## src/tms_pkg.sv

```systemverilog
`timescale 1ns / 1ps
`default_nettype none

package tms_pkg;

	// Default sizing of the selector.
	localparam int POP_MAX_DEF         = 256;
	localparam int MAX_COMPETITORS_DEF = 8;
	localparam int SCORE_BITS_DEF      = 16;

	// Fixed field widths of the item and result channels.
	localparam int ACTION_W = 2;
	localparam int INDEX_W  = 8;
	localparam int SCORE_W  = 16;
	localparam int STATUS_W = 3;

	// Configuration port.
	localparam int CFG_IDX_W  = 2;
	localparam int CFG_DATA_W = 9;
	localparam int POP_W      = 9;
	localparam int TSIZE_W    = 4;

	localparam logic [CFG_IDX_W-1:0] CFG_POP_SIZE   = 2'd0;
	localparam logic [CFG_IDX_W-1:0] CFG_TOURN_SIZE = 2'd1;

	localparam logic [POP_W-1:0]   POP_SIZE_RST   = 9'd256;
	localparam logic [TSIZE_W-1:0] TOURN_SIZE_RST = 4'd4;

	// Item actions.
	typedef enum logic [ACTION_W-1:0] {
		ACT_LOAD  = 2'd0,
		ACT_START = 2'd1,
		ACT_DRAW  = 2'd2
	} action_t;

	// Result status codes.
	typedef enum logic [STATUS_W-1:0] {
		ST_LOADED  = 3'd0,
		ST_STARTED = 3'd1,
		ST_REJECT  = 3'd2,
		ST_ACCEPT  = 3'd3,
		ST_WINNER  = 3'd4,
		ST_IGNORED = 3'd5
	} status_t;

	// Commands from the controller to the datapath.
	typedef struct packed {
		logic latch;	// capture the item and start the score table read
		logic exec;	// evaluate the item and load the result register
	} tms_cmd_t;

endpackage

`default_nettype wire

```

## src/tms_item_if.sv

```systemverilog
`timescale 1ns / 1ps
`default_nettype none

interface tms_item_if;
	import tms_pkg::*;

	logic                valid;
	logic                ready;
	logic [ACTION_W-1:0] action;
	logic [INDEX_W-1:0]  index;
	logic [SCORE_W-1:0]  score;

	modport source (output valid, output action, output index, output score, input ready);
	modport sink (input valid, input action, input index, input score, output ready);
endinterface

`default_nettype wire

```

## src/tms_result_if.sv

```systemverilog
`timescale 1ns / 1ps
`default_nettype none

interface tms_result_if;
	import tms_pkg::*;

	logic                valid;
	logic                ready;
	logic [STATUS_W-1:0] status;
	logic [INDEX_W-1:0]  winner_index;
	logic [SCORE_W-1:0]  winner_score;

	modport source (output valid, output status, output winner_index, output winner_score,
		input ready);
	modport sink (input valid, input status, input winner_index, input winner_score,
		output ready);
endinterface

`default_nettype wire

```

## src/tournament_mate_selector.sv

```systemverilog
// An accepted item is captured and evaluated once the result register is free;
// no new item is accepted until then. The registered score table read comes
// before the duplicate check and best-score compare of each item.
// Reset (arst_n low, asynchronous) clears the tournament state and sets
// pop_size to 256 and tournament_size to 4; the score table is not cleared.
`timescale 1ns / 1ps
`default_nettype none

module tournament_mate_selector #(
	parameter int POP_MAX         = tms_pkg::POP_MAX_DEF,
	parameter int MAX_COMPETITORS = tms_pkg::MAX_COMPETITORS_DEF,
	parameter int SCORE_BITS      = tms_pkg::SCORE_BITS_DEF
) (
	input  wire logic                           clk,
	input  wire logic                           arst_n,
	input  wire logic                           cfg_we,
	input  wire logic [tms_pkg::CFG_IDX_W-1:0]  cfg_index,
	input  wire logic [tms_pkg::CFG_DATA_W-1:0] cfg_data,
	tms_item_if.sink                            items,
	tms_result_if.source                        results
);
	import tms_pkg::*;

	tms_cmd_t cmd;

	// Handshake sequencing.
	tms_ctrl u_ctrl (
		.clk       (clk),
		.arst_n    (arst_n),
		.in_valid  (items.valid),
		.in_ready  (items.ready),
		.out_valid (results.valid),
		.out_ready (results.ready),
		.cmd       (cmd)
	);

	// Score table, tournament state and result register.
	tms_dpath #(
		.POP_MAX         (POP_MAX),
		.MAX_COMPETITORS (MAX_COMPETITORS),
		.SCORE_BITS      (SCORE_BITS)
	) u_dpath (
		.clk              (clk),
		.arst_n           (arst_n),
		.cmd              (cmd),
		.cfg_we           (cfg_we),
		.cfg_index        (cfg_index),
		.cfg_data         (cfg_data),
		.in_action        (items.action),
		.in_index         (items.index),
		.in_score         (items.score),
		.out_status       (results.status),
		.out_winner_index (results.winner_index),
		.out_winner_score (results.winner_score)
	);
endmodule

`default_nettype wire

```

## src/tms_ctrl.sv

```systemverilog
`timescale 1ns / 1ps
`default_nettype none

module tms_ctrl (
	input  wire logic             clk,
	input  wire logic             arst_n,
	input  wire logic             in_valid,
	output logic                  in_ready,
	output logic                  out_valid,
	input  wire logic             out_ready,
	output tms_pkg::tms_cmd_t     cmd
);
	import tms_pkg::*;

	typedef enum logic {
		S_IDLE,
		S_EXEC
	} state_t;

	state_t state_q;
	logic   out_valid_q;
	logic   out_free;

	// The result register can take a new result when empty or being drained.
	assign out_free  = !out_valid_q || out_ready;
	assign in_ready  = (state_q == S_IDLE);
	assign out_valid = out_valid_q;

	assign cmd.latch = in_valid && (state_q == S_IDLE);
	assign cmd.exec  = (state_q == S_EXEC) && out_free;

	// State and result valid flag.
	always_ff @(posedge clk or negedge arst_n) begin
		if (!arst_n) begin
			state_q     <= S_IDLE;
			out_valid_q <= 1'b0;
		end else begin
			unique case (state_q)
				S_IDLE: begin
					if (out_ready) begin
						out_valid_q <= 1'b0;
					end
					if (in_valid) begin
						state_q <= S_EXEC;
					end
				end
				S_EXEC: begin
					if (out_free) begin
						out_valid_q <= 1'b1;
						state_q     <= S_IDLE;
					end
				end
				default: begin
					state_q <= S_IDLE;
				end
			endcase
		end
	end
endmodule

`default_nettype wire

```

## src/tms_dpath.sv

```systemverilog
`timescale 1ns / 1ps
`default_nettype none

module tms_dpath #(
	parameter int POP_MAX         = tms_pkg::POP_MAX_DEF,
	parameter int MAX_COMPETITORS = tms_pkg::MAX_COMPETITORS_DEF,
	parameter int SCORE_BITS      = tms_pkg::SCORE_BITS_DEF
) (
	input  wire logic                          clk,
	input  wire logic                          arst_n,
	input  wire tms_pkg::tms_cmd_t             cmd,
	input  wire logic                          cfg_we,
	input  wire logic [tms_pkg::CFG_IDX_W-1:0] cfg_index,
	input  wire logic [tms_pkg::CFG_DATA_W-1:0] cfg_data,
	input  wire logic [tms_pkg::ACTION_W-1:0]  in_action,
	input  wire logic [tms_pkg::INDEX_W-1:0]   in_index,
	input  wire logic [tms_pkg::SCORE_W-1:0]   in_score,
	output logic [tms_pkg::STATUS_W-1:0]       out_status,
	output logic [tms_pkg::INDEX_W-1:0]        out_winner_index,
	output logic [tms_pkg::SCORE_W-1:0]        out_winner_score
);
	import tms_pkg::*;

	// Table depth is bounded by what an 8-bit index can reach.
	localparam int TDEPTH = (POP_MAX < (1 << INDEX_W)) ? POP_MAX : (1 << INDEX_W);
	localparam int AW     = $clog2(TDEPTH);
	localparam int PW     = ($clog2(POP_MAX + 1) > POP_W) ? $clog2(POP_MAX + 1) : POP_W;
	localparam int CW     = $clog2(MAX_COMPETITORS + 1);
	localparam int LW     = (MAX_COMPETITORS > 1) ? $clog2(MAX_COMPETITORS) : 1;
	localparam int SB     = SCORE_BITS;

	// Configuration registers.
	logic [POP_W-1:0]   pop_q;
	logic [TSIZE_W-1:0] tsize_q;

	// Captured item.
	logic [ACTION_W-1:0] action_q;
	logic [INDEX_W-1:0]  idx_q;
	logic [SCORE_W-1:0]  score_q;

	// Score table with registered read.
	logic [SB-1:0] table_mem [TDEPTH];
	logic [SB-1:0] rd_q;
	logic          tbl_we;
	logic [SB-1:0] tbl_wdata;
	logic [31:0]   score_ext;

	// Tournament state.
	logic [INDEX_W-1:0] list_q [MAX_COMPETITORS];
	logic [CW-1:0]      count_q;
	logic [INDEX_W-1:0] req_q;
	logic [SB-1:0]      best_score_q;
	logic               best_valid_q;
	logic [INDEX_W-1:0] best_idx_q;
	logic               active_q;

	// Result register.
	status_t            status_q;
	logic [INDEX_W-1:0] widx_q;
	logic [SCORE_W-1:0] wscore_q;

	// Evaluation signals.
	logic [PW-1:0] eff_pop;
	logic [PW-1:0] eff_size;
	logic [PW-1:0] idx_x;
	logic          dup;
	logic          do_start;
	logic          do_join;
	logic          take_best;
	logic          do_finish;
	logic [CW-1:0] count_inc;
	logic [SB-1:0] fin_score;
	logic [INDEX_W-1:0] fin_idx;
	logic          fin_valid;
	logic [31:0]   fin_ext;
	status_t       res_status;

	assign idx_x     = PW'(idx_q);
	assign count_inc = count_q + CW'(1);
	assign score_ext = 32'(score_q);
	assign tbl_wdata = score_ext[SB-1:0];

	// Effective population and tournament size from the registers.
	always_comb begin
		logic [PW-1:0] lim;
		eff_pop = PW'(pop_q);
		if (eff_pop < PW'(2)) begin
			eff_pop = PW'(2);
		end
		if (eff_pop > PW'(POP_MAX)) begin
			eff_pop = PW'(POP_MAX);
		end
		lim      = eff_pop - PW'(1);
		eff_size = PW'(tsize_q);
		if (eff_size == '0) begin
			eff_size = PW'(1);
		end
		if (eff_size > PW'(MAX_COMPETITORS)) begin
			eff_size = PW'(MAX_COMPETITORS);
		end
		if (eff_size > lim) begin
			eff_size = lim;
		end
	end

	// Duplicate check over the stored competitors.
	always_comb begin
		dup = 1'b0;
		for (int i = 0; i < MAX_COMPETITORS; i++) begin
			if ((CW'(i) < count_q) && (list_q[i] == idx_q)) begin
				dup = 1'b1;
			end
		end
	end

	// Item evaluation.
	always_comb begin
		tbl_we     = 1'b0;
		do_start   = 1'b0;
		do_join    = 1'b0;
		take_best  = 1'b0;
		do_finish  = 1'b0;
		res_status = ST_IGNORED;
		unique case (action_q)
			ACT_LOAD: begin
				if (idx_x < PW'(POP_MAX)) begin
					tbl_we     = 1'b1;
					res_status = ST_LOADED;
				end
			end
			ACT_START: begin
				do_start   = 1'b1;
				res_status = ST_STARTED;
			end
			ACT_DRAW: begin
				if (active_q) begin
					if (PW'(count_q) >= eff_size) begin
						do_finish  = 1'b1;
						res_status = ST_WINNER;
					end else if (idx_x >= eff_pop || idx_q == req_q || dup) begin
						res_status = ST_REJECT;
					end else begin
						do_join   = 1'b1;
						take_best = !best_valid_q || (rd_q > best_score_q);
						if (PW'(count_inc) >= eff_size) begin
							do_finish  = 1'b1;
							res_status = ST_WINNER;
						end else begin
							res_status = ST_ACCEPT;
						end
					end
				end
			end
			default: begin
				res_status = ST_IGNORED;
			end
		endcase
	end

	// Best competitor as it stands after this draw.
	assign fin_score = take_best ? rd_q : best_score_q;
	assign fin_idx   = take_best ? idx_q : best_idx_q;
	assign fin_valid = take_best || best_valid_q;
	assign fin_ext   = 32'(fin_score);

	// Score table port.
	always_ff @(posedge clk) begin
		if (cmd.exec && tbl_we) begin
			table_mem[idx_q[AW-1:0]] <= tbl_wdata;
		end
		if (cmd.latch) begin
			rd_q <= table_mem[in_index[AW-1:0]];
		end
	end

	// Item capture and result register.
	always_ff @(posedge clk) begin
		if (cmd.latch) begin
			action_q <= in_action;
			idx_q    <= in_index;
			score_q  <= in_score;
		end
		if (cmd.exec) begin
			status_q <= res_status;
			if (do_finish) begin
				widx_q   <= fin_idx;
				wscore_q <= fin_valid ? fin_ext[SCORE_W-1:0] : '0;
			end else begin
				widx_q   <= '0;
				wscore_q <= '0;
			end
		end
	end

	// Competitor list.
	always_ff @(posedge clk) begin
		if (cmd.exec && do_join) begin
			list_q[count_q[LW-1:0]] <= idx_q;
		end
	end

	// Configuration and tournament control state.
	always_ff @(posedge clk or negedge arst_n) begin
		if (!arst_n) begin
			pop_q        <= POP_SIZE_RST;
			tsize_q      <= TOURN_SIZE_RST;
			count_q      <= '0;
			req_q        <= '0;
			best_score_q <= '0;
			best_valid_q <= 1'b0;
			best_idx_q   <= '0;
			active_q     <= 1'b0;
		end else begin
			if (cfg_we) begin
				if (cfg_index == CFG_POP_SIZE) begin
					pop_q <= cfg_data[POP_W-1:0];
				end else if (cfg_index == CFG_TOURN_SIZE) begin
					tsize_q <= cfg_data[TSIZE_W-1:0];
				end
			end
			if (cmd.exec) begin
				if (do_start) begin
					req_q        <= idx_q;
					count_q      <= '0;
					best_valid_q <= 1'b0;
					best_idx_q   <= '0;
					active_q     <= 1'b1;
				end
				if (do_join) begin
					count_q <= count_inc;
				end
				if (take_best) begin
					best_score_q <= rd_q;
					best_idx_q   <= idx_q;
					best_valid_q <= 1'b1;
				end
				if (do_finish) begin
					active_q <= 1'b0;
				end
			end
		end
	end

	assign out_status       = status_q;
	assign out_winner_index = widx_q;
	assign out_winner_score = wscore_q;
endmodule

`default_nettype wire

```

## src/flat_wrapper.sv

```systemverilog
// flat-port wrapper written by rule: the top's interface ports become plain ports
module tournament_mate_selector_flat import tms_pkg::*;
#(
	parameter int POP_MAX         = tms_pkg::POP_MAX_DEF,
	parameter int MAX_COMPETITORS = tms_pkg::MAX_COMPETITORS_DEF,
	parameter int SCORE_BITS      = tms_pkg::SCORE_BITS_DEF
)
  (clk, arst_n, cfg_we, cfg_index, cfg_data, items_valid, items_action, items_index, items_score, items_ready, results_valid, results_status, results_winner_index, results_winner_score, results_ready);
  tms_item_if items_i ();
  tms_result_if results_i ();
  input  wire logic clk;
  input  wire logic arst_n;
  input  wire logic cfg_we;
  input  wire logic [tms_pkg::CFG_IDX_W-1:0] cfg_index;
  input  wire logic [tms_pkg::CFG_DATA_W-1:0] cfg_data;
  input wire logic [$bits(items_i.valid)-1:0] items_valid;
  input wire logic [$bits(items_i.action)-1:0] items_action;
  input wire logic [$bits(items_i.index)-1:0] items_index;
  input wire logic [$bits(items_i.score)-1:0] items_score;
  output wire logic [$bits(items_i.ready)-1:0] items_ready;
  output wire logic [$bits(results_i.valid)-1:0] results_valid;
  output wire logic [$bits(results_i.status)-1:0] results_status;
  output wire logic [$bits(results_i.winner_index)-1:0] results_winner_index;
  output wire logic [$bits(results_i.winner_score)-1:0] results_winner_score;
  input wire logic [$bits(results_i.ready)-1:0] results_ready;
  assign items_i.valid = items_valid;
  assign items_i.action = items_action;
  assign items_i.index = items_index;
  assign items_i.score = items_score;
  assign items_ready = items_i.ready;
  assign results_valid = results_i.valid;
  assign results_status = results_i.status;
  assign results_winner_index = results_i.winner_index;
  assign results_winner_score = results_i.winner_score;
  assign results_i.ready = results_ready;
  tournament_mate_selector #(.POP_MAX(POP_MAX), .MAX_COMPETITORS(MAX_COMPETITORS), .SCORE_BITS(SCORE_BITS)) u_core (.clk(clk), .arst_n(arst_n), .cfg_we(cfg_we), .cfg_index(cfg_index), .cfg_data(cfg_data), .items(items_i), .results(results_i));
endmodule
```

## config.mk

```make
export PLATFORM = sky130hd
export DESIGN_NAME = tournament_mate_selector_flat
export DESIGN_NICKNAME = d
export VERILOG_FILES = /design/src/tms_pkg.sv /design/src/tms_item_if.sv /design/src/tms_result_if.sv /design/src/tournament_mate_selector.sv /design/src/tms_ctrl.sv /design/src/tms_dpath.sv /design/src/flat_wrapper.sv
export SDC_FILE = /design/constraint.sdc
export NUM_CORES = 2
export LEC_CHECK = 0
export BUFFER_PORTS_ARGS = -buffer_cell sky130_fd_sc_hd__buf_2
export CAP_MARGIN = 25
export CORE_ASPECT_RATIO = 0.75
export CORE_MARGIN = 1
export CORE_UTILIZATION = 30
export CTS_BUF_LIST = sky130_fd_sc_hd__clkbuf_4 sky130_fd_sc_hd__clkbuf_8
export DETAILED_ROUTE_END_ITERATION = 7
export PLACE_DENSITY = 0.48
export SLEW_MARGIN = 20
export SYNTH_ARGS = -nofsm -noshare
export SYNTH_HDL_FRONTEND = slang
export SYNTH_MEMORY_MAX_BITS = 65536
export SYNTH_SLANG_ARGS = --single-unit
```

## constraint.sdc

```tcl
create_clock -name clk -period 5.2 [get_ports clk]
set_input_delay 0.52 -clock clk [delete_from_list [all_inputs] [get_ports clk]]
set_output_delay 0.52 -clock clk [all_outputs]
set_load 0.01 [all_outputs]
```

==> metrics list <==
* Final count of hold timing violations: 0
- Final-report max-slew violation count: 0
* Largest net degree at the start of global routing: 200
- The total overflow left after global routing is 0.
- For this run, the total global-route usage over all layers was measured as 0.166.
- The die is 645 um tall.
- Die outline width: ~860 um
- H-tree levels: 6
* Share of total power in the clock network: 0.371
- Clk Latency, worst-skew pair: 1.27 ns
* Setup repair after global routing missed its margin: true
* Gate Count Post-Synth: around 7k
- Net switching power figure: about 18 mW
- For this run, the leading register cell type out of synthesis is edfxtp_1.
* Worst Slack Setup Final: -0.0901 ns
* Sum of net half-perimeters after detailed placement: 284,000 um
- The internal power of the cells totals approximately 55 mW.
- edfxtp_1 is the most common cell in the netlist.
* DR DRC count: 0
- Of the post-synthesis cell area, the dominant cell type holds 0.767.
- Across the routed clock network, the largest skew measured is 0.101 ns.
- Mean instance size in the synthesized netlist: between 20 and 25 sq um
- Number of design-rule violations left by the first detailed-router iteration: 10.1k
* Routed Antenna Nets: 0
- The synthesized design contains between 4k and 5k register bits.
- Average via count per standard cell: 5.07
- The tool flagged a number of max-cap violations equal to 0.
- The via count of the first global-routing pass was a little over 80k.
* Final nets: around 8k
- Top cells by area in the synthesized netlist: edfxtp_1 (77%), mux4_2 (17%), dfrtp_1 (0.77%)
* Number of buffers on the longest clock path: 4
* Min-delay src: items_index[4]
* Detailed-route wire length: approximately 470,000 um
* Hold crit path type: input port to register
- The initial utilization of the core area, before any placement, comes to 0.302.
* Count of TritonRoute iterations in the first routing pass: 6
- Wire length per cell: between 20 and 30 um
- Most used standard cells in the synthesized netlist: edfxtp_1 (4,229), mux4_2 (1,222), nor2_1 (287)
- Count of vias placed by the detailed router: 80.7k
- Switching portion of total power: 0.248
- Synthesized net count: 7,103
* Power density over cell area: 383 nW/um^2
- After layout, the minimum clock period comes to about 5.3 ns.
* Post-placement worst setup slack: -0.164 ns
* Critical Path Sink Type: register
* Placed cell areas: 179,000 sq um
- Clock slew at reported path FFs: 0.07 ns
* Weighted congestion at the end of routability-driven global placement: ~0.8
* Synthesis warning total: 0
* Die outline area: between 500,000 and 600,000 sq um
* Share of the yosys chip area belonging to registers: 0.775
- The floorplan has 235 rows.
- Counting flops with an async set or reset pin after synthesis yields a share of 0.0124.
* Crit share post-route: 1.02
- The share of total power dissipated in sequential elements is 0.542.
- Port Buf Inserts: 70
- The final reports fail on negative setup slack.
- CP Launch Point: u_core.u_dpath.pop_q[6]
* Arrival time reported for the critical path endpoint: approximately 6.3 ns
* CTS tree: yes
* Kind of critical path: register to register
- In this run, synthesis inferred around 4.2k flip-flops with an integrated enable.
- FMAX: roughly 190 MHz
- For this design the top-level I/O count stands at 71.
- For the worst setup path, the data required time is 6.18 ns.
- Layout cells sized above 1: 0.366
- The finished cells cover around 190,000 sq um.
- Number of sinks driven by the clock tree: 4,282
- After floorplanning, the core was sized to cover 548,000 sq um.
- For the pin with the worst max-slew slack, the measured transition is roughly 1.2 ns.
- Total of endpoints with negative setup slack in the final report: just over 40
- Summed over all cells, the static leakage comes to between 50 and 60 nW.
* Crit path launch type: register
- Depth of the worst register-to-register path: 26
- Hold-critical path depth: 2
- Headroom to the max-slew limit came out at 0.180.
* Initial antenna violation count: 56
* Top cell type by total area after synthesis: edfxtp_1
* Clock tree root driver cell: clkbuf_8
* Maximum vdd ir drop: ~0.3 mV
- The first global-routing pass estimated ~660,000 um of wire.
- Yosys mapped the design onto 65 distinct sky130hd cell types.
- CP Max Fanout: 8
- Number of buffers created by CTS: 648
* Launch point of the worst reg-to-reg path: u_core.u_dpath.pop_q[6]
- Cell area after synthesis: about 170,000 sq um
- Gate power share: 0.087
- Synth-to-Final Area Change: 16.2%
- The run finished, with violations left.
[through the flow]
step / utilization / hold WS [ns] / total power [mW] / TNS (ns) / instances
floorplan: - / 0.224 / 44.0 / -7.19 / 7022
global placement: 0.326 / 0.481 / 46.7 / -22.18 / 14700
detailed placement: 0.326 / 0.517 / 46.9 / -9.86 / 14700
CTS: 0.350 / 0.00432 / 74.3 / 0 / 15900
global route: 0.351 / 0.0846 / 76.2 / -18.52 / 15900
finish: 0.351 / 0.182 / 73.7 / -1.84 / 15900
[kinds of logic after synthesis]
| logic type | after synthesis | share of synthesized area |
|---|---|---|
| DFF | 4282 | 0.775 |
| muxes | 1388 | 0.177 |
| and+or+nand+nor | 543 | 0.0150 |
| buffers and inverters | 414 | 0.0146 |
| AOI/OAI and AO/OA | 282 | 0.0114 |
| xor gates and xnor gates | 74 | 0.00392 |
| adders and majority gates | 39 | 0.00295 |
[cell usage in the layout, fill, tap and decap left out, types with 28 or more instances in the layout]
| cell type | count |
|---|---|
| clkinv_2 | 55 |
| clkbuf_4 | 224 |
| dlygate4sd3_1 | 74 |
| nor2_1 | 216 |
| inv_1 | 28 |
| nor2_2 | 69 |
| nand4_1 | 28 |
| buf_2 | 66 |
| edfxtp_1 | 4229 |
| ha_1 | 35 |
| mux4_2 | 1222 |
| o21ai_0 | 37 |
| buf_4 | 538 |
| clkbuf_8 | 665 |
| clkinv_1 | 148 |
| mux2i_1 | 107 |
| dfrtp_1 | 51 |
| nand2_1 | 49 |
| buf_12 | 70 |
| xor2_1 | 50 |
| nand3_1 | 50 |
| a22oi_1 | 35 |
| mux2_2 | 57 |
| o22ai_1 | 63 |
[power groups by stage]
stage	clock network [mW]	registers (mW)	logic [mW]
2_1_floorplan	0	41.4	2.63
3_3_place_gp	0	40.6	6.06
3_5_place_dp	0	40.6	6.27
4_1_cts	28.1	39.9	6.35
5_1_grt	29.5	39.9	6.86
6_report	27.3	39.9	6.43
[flip-flops by register name, summed over array words and instances (netlist names)]
| register | count |
|---|---|
| u_core.u_dpath.req_q | 8 |
| u_core.u_dpath.list_q | 64 |
| u_core.u_dpath.best_valid_q | 1 |
| u_core.u_dpath.best_idx_q | 8 |
| u_core.u_dpath.idx_q | 8 |
| u_core.u_dpath.active_q | 1 |
| u_core.u_dpath.out_winner_score | 16 |
| u_core.u_ctrl.out_valid | 1 |
| u_core.u_dpath.score_q | 16 |
| u_core.u_dpath.tsize_q | 4 |
| u_core.u_dpath.action_q | 2 |
| u_core.u_dpath.out_winner_index | 8 |
| u_core.u_ctrl.state_q | 1 |
| u_core.u_dpath.pop_q | 9 |
| u_core.u_dpath.out_status | 3 |
| u_core.u_dpath.table_mem | 4096 |
| u_core.u_dpath.rd_q | 16 |
| u_core.u_dpath.best_score_q | 16 |
| u_core.u_dpath.count_q | 4 |
[routing by layer]
| metal | vias to the layer above | track usage | part of all wire |
|---|---|---|---|
| met4 | 22 | 0.0375 | 0.021 |
| met1 | 44500 | 0.260 | 0.47 |
| met3 | 668 | 0.0340 | 0.081 |
| li1 | 32200 | - | - |
| met2 | 3322 | 0.236 | 0.42 |
| met5 | - | 0 | 0.00030 |
[path summary, 6_finish.rpt]
| kind | slack [ns] | end |
|---|---|---|
| worst min-delay path | 0.18 | u_core.u_dpath.idx_q[4] |
| worst max-delay path | -0.09 | u_core.u_dpath.out_winner_score[1] |
| worst max register to register | -0.09 | u_core.u_dpath.out_winner_score[1] |
| worst min register to register | 0.53 | u_core.u_dpath.req_q[6] |
| max in group asynchronous | 4.18 | u_core.u_dpath.req_q[4] |
| min in group asynchronous | 0.49 | u_core.u_dpath.pop_q[1] |
[critical path, cell delays in order, from the launching register on]
cell	delay (ns)
dfrtp_1	0.38
or4_4	0.56
or3_4	0.40
nor2_4	0.13
nor3b_4	0.06
inv_2	0.08
ha_4	0.21
ha_4	0.27
nor2b_4	0.14
o21ai_2	0.07
nand2b_1	0.09
a21oi_2	0.06
nor4_2	0.31
o2111ai_2	0.20
buf_4	0.19
buf_6	0.12
mux2i_4	0.18
buf_6	0.14
ha_4	0.19
a21boi_2	0.15
o21ai_1	0.13
nand2b_1	0.09
a21oi_2	0.23
nor2_2	0.07
a32oi_2	0.27
buf_6	0.22
a21oi_2	0.05
[cell type report]
type / instances / area [sq um]
Multi-Input combinational cell: 2326 / 35400
Clock buffer: 889 / 10800
Clock inverter: 256 / 1540
Antenna cell: 20 / 50.0
Timing Repair Buffer: 770 / 6810
Inverter: 31 / 124
Fill cell: 50500 / 356000
Sequential cell: 4282 / 128000
Tap cell: 7347 / 9190
[timing repair]
action	in CTS	in global routing
setup endpoints to repair	113	116
gates resized for setup	21	75
setup buffers	2	5
hold endpoints to repair	103	0
pin swaps	4	16
hold buffers	74	0
cloned	1	1
Note: power is estimated with default switching activity, not from simulation.
